==> config.mk <==
export PLATFORM = sky130hd
export DESIGN_NAME = xor_checksum_frame_parser
export DESIGN_NICKNAME = d
export VERILOG_FILES = /design/src/hw/rtl/xcfp_pkg.sv /design/src/hw/rtl/xor_checksum_frame_parser.sv
export SDC_FILE = /design/constraint.sdc
export NUM_CORES = 1
export LEC_CHECK = 0
export BUFFER_PORTS_ARGS = -buffer_cell sky130_fd_sc_hd__buf_2
export CORE_AREA = 2 2 129 93
export CTS_BUF_LIST = sky130_fd_sc_hd__clkbuf_16
export DETAILED_ROUTE_END_ITERATION = 7
export DIE_AREA = 0 0 131 95
export PLACE_DENSITY = 0.5
export SYNTH_ARGS = -nofsm -noshare
export SYNTH_HDL_FRONTEND = slang
export SYNTH_SLANG_ARGS = --single-unit
==> constraint.sdc <==
create_clock -name clk -period 4.55 [get_ports clk]
set_input_delay 0.455 -clock clk [delete_from_list [all_inputs] [get_ports clk]]
set_output_delay 0.455 -clock clk [all_outputs]
set_load 0.01 [all_outputs]
==> src/hw/rtl/xcfp_pkg.sv <==
// ----------------------------------------------------------------------------
// XOR checksum frame parser package
// Shared widths, frame layout, register indexes and status codes of the frame parser.
// ----------------------------------------------------------------------------
`default_nettype none

package xcfp_pkg;

  // Field widths.
  localparam int unsigned BYTE_W   = 8;
  localparam int unsigned STATUS_W = 3;
  localparam int unsigned CFG_IDX_W = 1;

  // Frame layout: header at position 0, length at 1, payload from 2.
  localparam logic [BYTE_W-1:0] POS_HEADER    = 8'd0;
  localparam logic [BYTE_W-1:0] POS_LENGTH    = 8'd1;
  localparam logic [BYTE_W-1:0] PAYLOAD_START = 8'd2;
  localparam logic [BYTE_W-1:0] MAX_PAYLOAD   = 8'd253;

  // Configuration register indexes.
  typedef enum logic [CFG_IDX_W-1:0] {
    CFG_HEADER_BYTE    = 1'b0,
    CFG_PAYLOAD_LENGTH = 1'b1
  } cfg_idx_t;

  // Result status codes.
  typedef enum logic [STATUS_W-1:0] {
    ST_PROGRESS         = 3'd0,
    ST_NO_HEADER        = 3'd1,
    ST_INVALID_SIZE     = 3'd2,
    ST_INVALID_CHECKSUM = 3'd3,
    ST_SUCCESS          = 3'd4
  } status_t;

endpackage

`default_nettype wire

==> src/hw/rtl/xor_checksum_frame_parser.sv <==
// ----------------------------------------------------------------------------
// XOR checksum frame parser
// Parses a byte stream into header, length, payload and checksum words and
// gives one result word for every received word.
// ----------------------------------------------------------------------------
//  Channel   Direction  Handshake          Word
//  in_       input      in_valid/in_ready  in_rx_byte
//  out_      output     out_valid/out_ready status, payload write, index, byte
//  cfg_      input      cfg_valid/cfg_ready register index and write data
//
// One word is taken per cycle while the result port is not stalled; its result
// is presented on the result port through an input and a result register.
// The frame position and running XOR are updated as a word moves from the
// input register into the result register, so consecutive words chain at
// full rate. A stalled result holds while one more word waits in the input
// register. Synchronous reset clears frame state, configuration and valid flags.
// ----------------------------------------------------------------------------
`default_nettype none

module xor_checksum_frame_parser (
  input  wire logic                           clk,
  input  wire logic                           rst_n,
  input  wire logic                           in_valid,
  output      logic                           in_ready,
  input  wire logic [xcfp_pkg::BYTE_W-1:0]    in_rx_byte,
  output      logic                           out_valid,
  input  wire logic                           out_ready,
  output      logic [xcfp_pkg::STATUS_W-1:0]  out_status,
  output      logic                           out_payload_write,
  output      logic [xcfp_pkg::BYTE_W-1:0]    out_payload_index,
  output      logic [xcfp_pkg::BYTE_W-1:0]    out_payload_byte,
  input  wire logic                           cfg_valid,
  output      logic                           cfg_ready,
  input  wire logic [xcfp_pkg::CFG_IDX_W-1:0] cfg_index,
  input  wire logic [xcfp_pkg::BYTE_W-1:0]    cfg_data
);

  import xcfp_pkg::*;

  logic [BYTE_W-1:0]   header_r;
  logic [BYTE_W-1:0]   length_r;
  logic [BYTE_W-1:0]   pos_r, pos_nxt;
  logic [BYTE_W-1:0]   xor_r, xor_nxt;
  logic                in_vld_r;
  logic [BYTE_W-1:0]   in_byte_r;
  logic                out_vld_r;
  status_t             status_r, status_nxt;
  logic                wr_r, wr_nxt;
  logic [BYTE_W-1:0]   idx_r, idx_nxt;
  logic [BYTE_W-1:0]   val_r, val_nxt;
  logic                advance;
  logic [BYTE_W-1:0]   count;
  logic [BYTE_W:0]     pay_end;

  // The configuration port is always able to take a write.
  assign cfg_ready = 1'b1;

  always_ff @(posedge clk) begin
    if (!rst_n) begin
      header_r <= '0;
      length_r <= '0;
    end else if (cfg_valid) begin
      unique case (cfg_idx_t'(cfg_index))
        CFG_HEADER_BYTE:    header_r <= cfg_data;
        CFG_PAYLOAD_LENGTH: length_r <= cfg_data;
        default:            header_r <= header_r;
      endcase
    end
  end

  // The input register moves on when the result register is free or drains.
  assign advance  = in_vld_r && (!out_vld_r || out_ready);
  assign in_ready = !in_vld_r || advance;

  always_ff @(posedge clk) begin
    if (!rst_n) begin
      in_vld_r <= 1'b0;
    end else if (in_ready) begin
      in_vld_r <= in_valid;
    end
  end

  always_ff @(posedge clk) begin
    if (in_valid && in_ready) begin
      in_byte_r <= in_rx_byte;
    end
  end

  // Payload count saturates so that the position fits in one byte.
  assign count   = (length_r > MAX_PAYLOAD) ? MAX_PAYLOAD : length_r;
  assign pay_end = {1'b0, count} + {1'b0, PAYLOAD_START};

  // Frame decode for the word in the input register.
  always_comb begin
    pos_nxt    = pos_r;
    xor_nxt    = xor_r;
    status_nxt = ST_PROGRESS;
    wr_nxt     = 1'b0;
    idx_nxt    = '0;
    val_nxt    = '0;
    priority if (pos_r == POS_HEADER) begin
      if (in_byte_r != header_r) begin
        status_nxt = ST_NO_HEADER;
      end else begin
        pos_nxt = POS_LENGTH;
      end
    end else if (pos_r == POS_LENGTH) begin
      if (in_byte_r != length_r) begin
        status_nxt = ST_INVALID_SIZE;
        pos_nxt    = POS_HEADER;
      end else begin
        xor_nxt = in_byte_r;
        pos_nxt = PAYLOAD_START;
      end
    end else if ({1'b0, pos_r} >= pay_end) begin
      pos_nxt    = POS_HEADER;
      status_nxt = (xor_r == in_byte_r) ? ST_SUCCESS : ST_INVALID_CHECKSUM;
    end else begin
      wr_nxt  = 1'b1;
      idx_nxt = pos_r - PAYLOAD_START;
      val_nxt = in_byte_r;
      xor_nxt = xor_r ^ in_byte_r;
      pos_nxt = pos_r + 8'd1;
    end
  end

  // Frame state follows each word as it is decoded.
  always_ff @(posedge clk) begin
    if (!rst_n) begin
      pos_r <= POS_HEADER;
      xor_r <= '0;
    end else if (advance) begin
      pos_r <= pos_nxt;
      xor_r <= xor_nxt;
    end
  end

  // Result register.
  always_ff @(posedge clk) begin
    if (!rst_n) begin
      out_vld_r <= 1'b0;
    end else if (advance) begin
      out_vld_r <= 1'b1;
    end else if (out_ready) begin
      out_vld_r <= 1'b0;
    end
  end

  always_ff @(posedge clk) begin
    if (advance) begin
      status_r <= status_nxt;
      wr_r     <= wr_nxt;
      idx_r    <= idx_nxt;
      val_r    <= val_nxt;
    end
  end

  assign out_valid         = out_vld_r;
  assign out_status        = status_r;
  assign out_payload_write = wr_r;
  assign out_payload_index = idx_r;
  assign out_payload_byte  = val_r;

endmodule

`default_nettype wire

## Word level (Yosys, flattened, before mapping)

Index checks and enable logic that the tools add are counted.

| word-level totals | value |
|---|---|
| output and inout bits | 23 |
| register bits after elaboration | 62 |
| input port bits | 22 |
| logic and storage cells | 58 |

| cells by class | value |
|---|---|
| eq/ne operators | 7 |
| $lt $le $gt $ge | 2 |
| add/subtract/negate cells | 3 |
| mux-type cells | 18 |
| bitwise gates (word level) | 3 |
| reductions and logical operators | 14 |

Operators by type and width:

| kind | count |
|---|---|
| 2-to-1 mux 8 bit | 8 |
| != test 8 bit | 2 |
| 2-to-1 mux 3 bit | 4 |
| adder 8 x 2 -> 9 bit, second input constant | 1 |
| greater-or-equal comparator 8 x 9 -> 1 bit | 1 |
| adder 8 x 1 -> 8 bit, second input constant | 1 |
| == test 8 x 1 -> 1 bit, second input constant | 1 |
| == test 8 bit | 1 |
| greater-than comparator 8 bit, second input constant | 1 |
| zero test 8 bit | 1 |
| subtractor 8 x 2 -> 8 bit, second input constant | 1 |
| XOR 8 bit | 1 |
| != test 2 bit, second input constant | 3 |
| AND reduction 2 bit | 3 |
| 2-to-1 mux 1 bit | 4 |
| 2-to-1 mux 2 bit | 2 |
| AND reduction 4 bit | 1 |
| OR reduction 3 bit | 1 |
| logical AND 1 bit | 2 |
| zero test 1 bit | 2 |
| logical OR 1 bit | 2 |
| NOT 1 bit | 2 |
| nonzero test 2 bit | 1 |
| OR reduction 2 bit | 1 |

## Longest topological paths before layout

Gate-level depths: netlist of run 1.

| logic depth | value |
|---|---|
| depth in word-level cells | 7 |
| mapped depth | 17 |
| gate-level depth less buffers | 15 |

## Worst setup path before layout of run 1

Ideal clock, no wire load.

| timing | value |
|---|---|
| path kind | register -> register |
| start | register length_r[3] |
| end | register xor_r[0] |
| arrival time | 3.017 ns |
| clock period less this slack | 3.135 ns |
| setup time | 0.117 ns |
| cell stages (with the launch flop) | 14 |
| path buffers | 1 |
| data required time | 4.433 ns |
| setup slack | 1.415 ns |
| cells stage by stage | dfxtp_1 -> buf_2 -> nand3_1 -> o21a_4 -> and3_2 -> and3_2 -> xnor2_1 -> ha_1 -> and3_1 -> and4_1 -> a311oi_4 -> o21ai_2 -> a211o_1 -> a32o_1 |

| between the ends | value |
|---|---|
| longest elaborated chain between the ends | 6 |
| elaborated cells on any way between the ends | 8 |
| classes of those cells | 1 x add/sub; 2 x order compare; 3 x eq/ne; 1 x mux; 1 x reduce/logical |

RTL lines:

| item | line | text |
|---|---|---|
| start, declared | xor_checksum_frame_parser.sv:41 | `logic [BYTE_W-1:0] length_r;` |
| start signal, assigned | xor_checksum_frame_parser.sv:65 | `CFG_PAYLOAD_LENGTH: length_r <= cfg_data;` |
| greater-than comparator 8 bit | xor_checksum_frame_parser.sv:90 | `assign count = (length_r > MAX_PAYLOAD) ? MAX_PAYLOAD : length_r;` |
| 2-to-1 mux 8 bit | xor_checksum_frame_parser.sv:90 |  |
| adder 8 x 2 -> 9 bit | xor_checksum_frame_parser.sv:91 | `assign pay_end = {1'b0, count} + {1'b0, PAYLOAD_START};` |
| greater-or-equal comparator 8 x 9 -> 1 bit | xor_checksum_frame_parser.sv:115 | `end else if ({1'b0, pos_r} >= pay_end) begin` |
| != test 2 bit (no source line) | -- |  |
| AND reduction 4 bit (no source line) (*) | -- |  |
| end signal, assigned | xor_checksum_frame_parser.sv:134 | `xor_r <= xor_nxt;` |
| end, declared | xor_checksum_frame_parser.sv:43 | `logic [BYTE_W-1:0] xor_r, xor_nxt;` |

Mark *: on every way between the ends. The rest lies on a longest branch, timed or not.
A chain may end at the register's enable or synchronous reset.

## Worst setup path in the final report of run 1

| timing | value |
|---|---|
| start | register length_r[4] |
| end | register xor_r[3] |

Same word-level chain as after synthesis.

==> results.md, run 1 <==
- Detailed-route vias per instance: 4.73
- All-Layer GR Usage: roughly 14%
- Avg WL per Cell: approximately 15 um
- Starting DRT DRC Count: around 170
- Drt total wl: 7840 um
- Synthesized flop and latch total: 62
- Fmax: between 200 and 300 MHz
- Count leader, synth: nand2_1
- # DRC: 0
- Compound-Gate Fraction of Synth Area: ~16%
- Routed Antenna Nets: 0
- Post-synthesis adder-cell area fraction: under 10%
- H-tree level count: 3
- Arr. time, crit path: 3.82 ns
- Fin Hold WS: ~0.3 ns
- Antenna violations before repair: 0
- Synthesized area: 3280 sq um
- Antenna diodes: 0
- Setup violators final: 0
- CP Launch Type: flip-flop
- Clock transition at path regs: about 0.050 ns
- Syn Nets: around 370
- CTS tree: yes
- Nets: slightly above 400
- Share of the synthesized area in the top cell type: 25.6%
- Final worst-path cycle share: about four fifths
- HP Class: in -> reg
- Synth cell count leaders: nand2_1, dfxtp_1, xnor2_1
- Core box area: roughly 11000 sq um
- Power, Total: ~1.3 mW
- Sink Count: between 60 and 70
- Hold_buf cts: 0
- Final hold vios: 0
- Top cells by area, synth: edfxtp_1, dfxtp_1, xnor2_1
- Clock skew: around 0.0073 ns
- Top-Level Pins: 45
- First-pass GRT wire length: ~13000 um
- Cell accounting for the most synthesized area: edfxtp_1
- Ys flop type: dfxtp_1
- CP Class: reg -> reg
- CP Capture Type: flip-flop
- Share of layout cells above drive strength 1: roughly 18%
- Yosys Warn Count: 0
- RSZ-0062 raised after global routing: no
- Worst slew pin tran: slightly above 0.8 ns
- Total gr overflow: 0
- Static leakage: approximately 1.4 nW
- Syn avg cell area: 9.68 sq um
- DR vias: around 2500
- Layout Area Growth over Synthesis: 17.5%
- Critical path required time: roughly 4.8 ns
- Slew headroom: ~44%
- Number of max-cap violations: 0
- Die area: around 12000 sq um
- Port Buffers: between 40 and 50
- Gp weighted congestion: about 0.80
- Hpwl dp: 5670 um
- Worst VDD drop: between 100 and 150 uV
- Post-Synthesis Cells: approximately 340
- Setup bufs post-CTS: 0
- Async SR Flop Fraction: 0%
- Resized cells post-CTS: 0
- Sequential-to-total area share from yosys stat: 46.3%
- Worst skew pair latency: about 0.33 ns
- CTS max path bufs: 2
- GR Layer Usage met1: around a fifth
- # rows: 33
- Number of global-route vias before repair: 2328
- Die H: around 95 um
- Synth Area in XOR/XNOR: 10.1%
- Largest family of logic cells by synthesized area: simple AND/OR/NAND/NOR gates
- Met2 usage: around 18%
- Run status: finished, final reports clean
- Fin. max-slew vios: 0
- TritonCTS Buffers: 9
- Post-synthesis mux area share: 0%
- Largest net degree at the start of global routing: 22
- Clock Tree Root: clkbuf_16
- Final min period: between 3 and 4 ns
- Post-synthesis simple-gate area fraction: between 10% and 20%
- Busiest grt layer: met1
- Initial core utilization: between 20% and 30%
- Number of synthesized flops with an enable pin: 28
- Met3 GRT Util: roughly 4.0%
- Setup tns final: 0 ns
- PwrDens: 336 nW/um^2
- Critical-path maximum fanout: 9
- Die Wd: about 130 um
- Pre-antenna DRT Iters: 4
- Synth cell types: between 40 and 50
through the flow:
| step | std cells | worst slack, ns | cell area [sq um] | util [%] |
|---|---|---|---|---|
| finish | 534 | 0.947 | 3860 | 34.0 |
| global placement | 518 | 1.06 | 3600 | 31.7 |
| detailed placement | 518 | 0.964 | 3600 | 31.7 |
| floorplan | 339 | 1.42 | 3280 | - |
| CTS | 534 | 0.952 | 3860 | 34.0 |
| global route | 534 | 0.602 | 3860 | 34.0 |
sequential cells by signal, indices dropped and copies added, names as in the netlist:
register / cells
out_payload_byte: 8
out_valid: 1
out_status: 3
xor_r: 8
in_vld_r: 1
header_r: 8
out_payload_index: 8
length_r: 8
out_payload_write: 1
in_byte_r: 8
pos_r: 8
critical path, stage by stage, from the launching register on:
cell,delay [ns]
dfxtp_1,0.45
nand3_2,0.14
o21a_4,0.27
and3_2,0.23
and3_2,0.21
xnor2_1,0.12
ha_1,0.30
and3_1,0.17
and4_1,0.26
o21ai_0,0.20
o2111ai_1,0.74
o21ai_0,0.17
a32o_1,0.23
area by class of cell:
type / count / area, sq um
Timing Repair Buffer: 44 / 223
Inverter: 9 / 33.8
Fill cell: 1176 / 7500
Clock inverter: 7 / 32.5
Sequential cell: 62 / 1520
Multi-Input combinational cell: 246 / 1630
Clock buffer: 9 / 225
Tap cell: 157 / 196
final timing paths:
kind | from | endpoint | slack [ns] | cells past startpoint
setup / recovery | length_r[4] | xor_r[3] | 0.95 | 12
hold / removal | in_rx_byte[5] | in_byte_r[5] | 0.30 | 1
setup reg to reg | length_r[4] | xor_r[3] | 0.95 | 12
hold reg to reg | header_r[5] | header_r[5] | 0.47 | 2
placed cells by master, fill, tap and decap left out, types with 2 or more instances in the layout:
cell type	n
clkinv_2	2
a211o_1	8
clkinv_1	4
edfxtp_1	28
dfxtp_1	34
o21ai_0	16
nor2_1	21
nand2_1	40
a32o_1	8
nand2b_1	2
and3_2	2
and3_1	6
nand4_1	7
a21o_1	2
o221ai_1	2
nor2b_1	2
a21oi_1	29
buf_2	43
clkbuf_16	9
nor3_1	4
nand3_2	2
and2_1	12
a21boi_0	2
nand3_1	15
xnor2_1	32
inv_1	9
xor2_1	6
ha_1	13
cells by family (layout without fill, tap and decap cells):
group | Yosys count | in the layout
fa+ha+maj | 13 | 13
xor+xnor | 38 | 38
other cells | 1 | 1
simple gates | 119 | 119
buf+inv | 31 | 69
flops | 62 | 62
compound gates | 75 | 75
where the power goes:
part,internal (mW),leakage (nW),switching [mW]
combinational,0.0366,0.760,0.0506
sequential,0.600,0.549,0.0210
clock,0.358,0.129,0.232
routing by layer:
layer / vias to the layer above / part of all wire, % / routed length (um)
li1: 1267 / - / -
met5: - / 0 / 0
met3: 10 / 5.9 / 459
met1: 1171 / 53 / 4180
met4: 0 / 1.4 / 112
met2: 77 / 39 / 3080
(Power assumes the default switching activity.)
==> run 2, diff against run 1 <==
- ABC_AREA: default -> 1
- CORE_AREA: 2 2 129 93 -> 2 2 128 92
- DIE_AREA: 0 0 131 95 -> 0 0 130 94
- PLACE_DENSITY: 0.5 -> 0.51
- clock period: 4.55 -> 3.6 ns (I/O delays scaled with it)
==> results.md, run 2 <==
- Antenna diodes: 0 (unchanged)
- CP Launch Type: flip-flop
- Slew headroom: 46.7% (+2.2 points)
- All-Layer GR Usage: 13.7% (+0.042 points)
- Final core area utilization: 35.5% (+1.5 points)
- RSZ-0062 raised after global routing: no
- DR vias: 2620 (+3.8%)
- Setup bufs post-CTS: 0 (unchanged)
- Synth cell types: 32 (-29%)
- CP Capture Type: flip-flop
- Pre-antenna DRT Iters: 4 (unchanged)
- CP Class: reg -> reg
- Commonest non-fill, non-tap cell in the layout: nor2_1
- Cell accounting for the most synthesized area: edfxtp_1
- Top-Level Pins: 45 (unchanged)
- Port Buffers: 43 (unchanged)
- Total gr overflow: 0 (unchanged)
- Share of the synthesized area in the top cell type: 26.0% (+0.37 points)
- Drt total wl: 7620 um (-2.7%)
- Clock skew: 0.00586 ns (-0.00142 ns)
- CTS max path bufs: 2 (unchanged)
- Int Power: 1.34 mW (+35%)
- Starting DRT DRC Count: 162 (-3.0%)
- Setup slack after layout: 0.507 ns (-0.441 ns)
- Final min period: 3.09 ns (-0.509 ns)
- Most frequent cells in the layout: nor2_1, nand2_1, buf_2
- First-pass GRT wire length: 12600 um (-1.2%)
- Core box area: 10900 sq um (-3.7%)
- Gp weighted congestion: 0.838 (+5.1%)
- Resized cells post-CTS: 0 (unchanged)
- Final non-filler cell area: 3870 sq um (+0.45%)
- Hpwl dp: 5660 um (-0.18%)
- Worst skew pair latency: 0.33 ns (about the same)
- Sink Count: 62 (unchanged)
- TritonCTS Buffers: 9 (unchanged)
- Nets: 465 (+14%)
- Final hold vios: 0 (unchanged)
- Routed wl met3: 507 um (+10%)
- Fillcell total: 1127 (-4.2%)
- Clock Tree Root: clkbuf_16
- HP Class: in -> reg
- Setup tns final: 0 ns (unchanged)
- Detailed-route vias per instance: 4.46 (-5.8%)
- Post-Place Setup Slack: 0.487 ns (-0.477 ns)
- Critical path required time: 3.82 ns (-0.95 ns)
- Final worst-path cycle share: 85.9% (+6.7 points)
- Synthesized area: 3240 sq um (-1.4%)
- Power, Total: 1.75 mW (+35%)
- Syn avg cell area: 8.39 sq um (-13%)
- Top cells by area, synth: edfxtp_1, dfxtp_1, nor2_1
- Area after DPL: 3590 sq um (-0.24%)
- Largest net degree at the start of global routing: 28 (+27%)
- Synthesized flop and latch total: 62 (unchanged)
- Sequential-to-total area share from yosys stat: 47.0% (+0.66 points)
- Yosys Warn Count: 0 (unchanged)
- Fin. max-slew vios: 0 (unchanged)
- Async SR Flop Fraction: 0% (unchanged)
- Avg WL per Cell: 13.0 um (-12%)
- Met1 WL: 4190 um (+0.17%)
- Number of synthesized flops with an enable pin: 28 (unchanged)
- Initial core utilization: 29.6% (+0.70 points)
- Post-Layout Cell Count: 588 (+10%)
- Die area: 12200 sq um (-1.8%)
- Clock share of power: 46.9% (+1.5 points)
- H-tree level count: 3 (unchanged)
- Arr. time, crit path: 3.31 ns (-0.51 ns)
- Layout Area Growth over Synthesis: 19.7%
- Worst VDD drop: 269 uV (+80%)
- Met2 WL: 2930 um (-5.2%)
- Hold_buf cts: 0 (unchanged)
- Syn Nets: 421 (+13%)
- Clock transition at path regs: 0.05 ns (about the same)
- CTS tree: yes
- Highest routed layer: met3
- Count leader, synth: nor2_1
- Sw frac: 23.2% (-0.18 points)
- Flop pwr share: 45.3% (-2.6 points)
- Number of max-cap violations: 0 (unchanged)
- # rows: 32 (-3.0%)
- Fmax: 323 MHz (+16%)
- Routed Antenna Nets: 0 (unchanged)
- Number of global-route vias before repair: 2473 (+6.2%)
- Die Wd: 130 um (-0.76%)
- Run status: finished, final reports clean
- Ys flop type: dfxtp_1
- Die H: 94 um (-1.1%)
- Critical-path maximum fanout: 18 (+9)
- Net switching power: 0.405 mW (+34%)
- # DRC: 0 (unchanged)
- Synth cell count leaders: nor2_1, nand2_1, inv_1
- Worst slew pin tran: 0.798 ns (-0.0338 ns)
- Setup violators final: 0 (unchanged)
- Placed cells: 572 (+10%)
- Comb pwr share: 7.9% (+1.2 points)
- Share of layout cells above drive strength 1: 17.0% (-0.76 points)
- PwrDens: 451 nW/um^2 (+34%)
- Fin Hold WS: 0.205 ns (-0.0964 ns)
- Post-Synthesis Cells: 386 (+14%)
- Antenna violations before repair: 0 (unchanged)
- Static leakage: 1.76 nW (+22%)
-- run 2: power groups by stage --
stage	combinational, mW	clock, mW	sequential, mW
after global routing	0.158	0.876	0.794
after floorplan	0.0955	0	0.800
after global placement	0.137	0	0.804
after CTS	0.139	0.841	0.791
after detailed placement	0.138	0	0.805
final	0.138	0.818	0.791
-- run 2: path summary, 6_finish.rpt --
path | depth (start not counted) | start | end | slack, ns
max | 23 | length_r[3] | pos_r[4] | 0.51
min | 1 | in_rx_byte[6] | in_byte_r[6] | 0.21
max reg2reg | 23 | length_r[3] | pos_r[4] | 0.51
min reg2reg | 2 | xor_r[3] | xor_r[3] | 0.50
-- run 2: cells by family (layout without fill, tap and decap cells) --
family                     after synthesis  after routing  share of synthesized area, %
DFF                                     62             62                          47.0
buffers and inverters                   49             98                          6.38
xor gates and xnor gates                35             35                          9.47
other                                    1              1                         0.116
AOI/OAI and AO/OA                       53             53                          8.89
and+or+nand+nor                        173            173                          23.1
adders and majority gates               13             13                          5.03
-- run 2: worst max-delay path, cell delays in order, from the launching register on --
cell and delay, ns:
dfxtp_1 0.44, nand2_2 0.10, nor2_2 0.14, nand2_2 0.10
nand2_2 0.10, inv_1 0.06, ha_1 0.22, nand2_1 0.07
inv_1 0.05, nand2_1 0.06, xnor2_1 0.11, inv_1 0.06
ha_1 0.27, nand2_1 0.05, nor2_1 0.08, nand2_1 0.08
nor2_1 0.12, nand4_2 0.14, nand2_4 0.11, nor2_4 0.05
nand2_2 0.26, nand2_1 0.09, nand2_1 0.15, nor2_1 0.07
-- run 2: final cells by class --
cell class / instances / area [sq um] / share of cell area (%)
Multi-Input combinational cell: 275 / 1510 / 38.9
Clock buffer: 9 / 225 / 5.81
Sequential cell: 62 / 1520 / 39.3
Timing Repair Buffer: 45 / 230 / 5.94
Inverter: 37 / 139 / 3.58
Tap cell: 153 / 191 / 4.94
Clock inverter: 7 / 58.8 / 1.52
-- run 2: layer usage --
metal | global-route usage (%) | vias up
li1 | - | 1345
met1 | 20.6 | 1185
met2 | 18.0 | 90
met3 | 5.24 | 0
met4 | 3.14 | 0
met5 | 0 | -
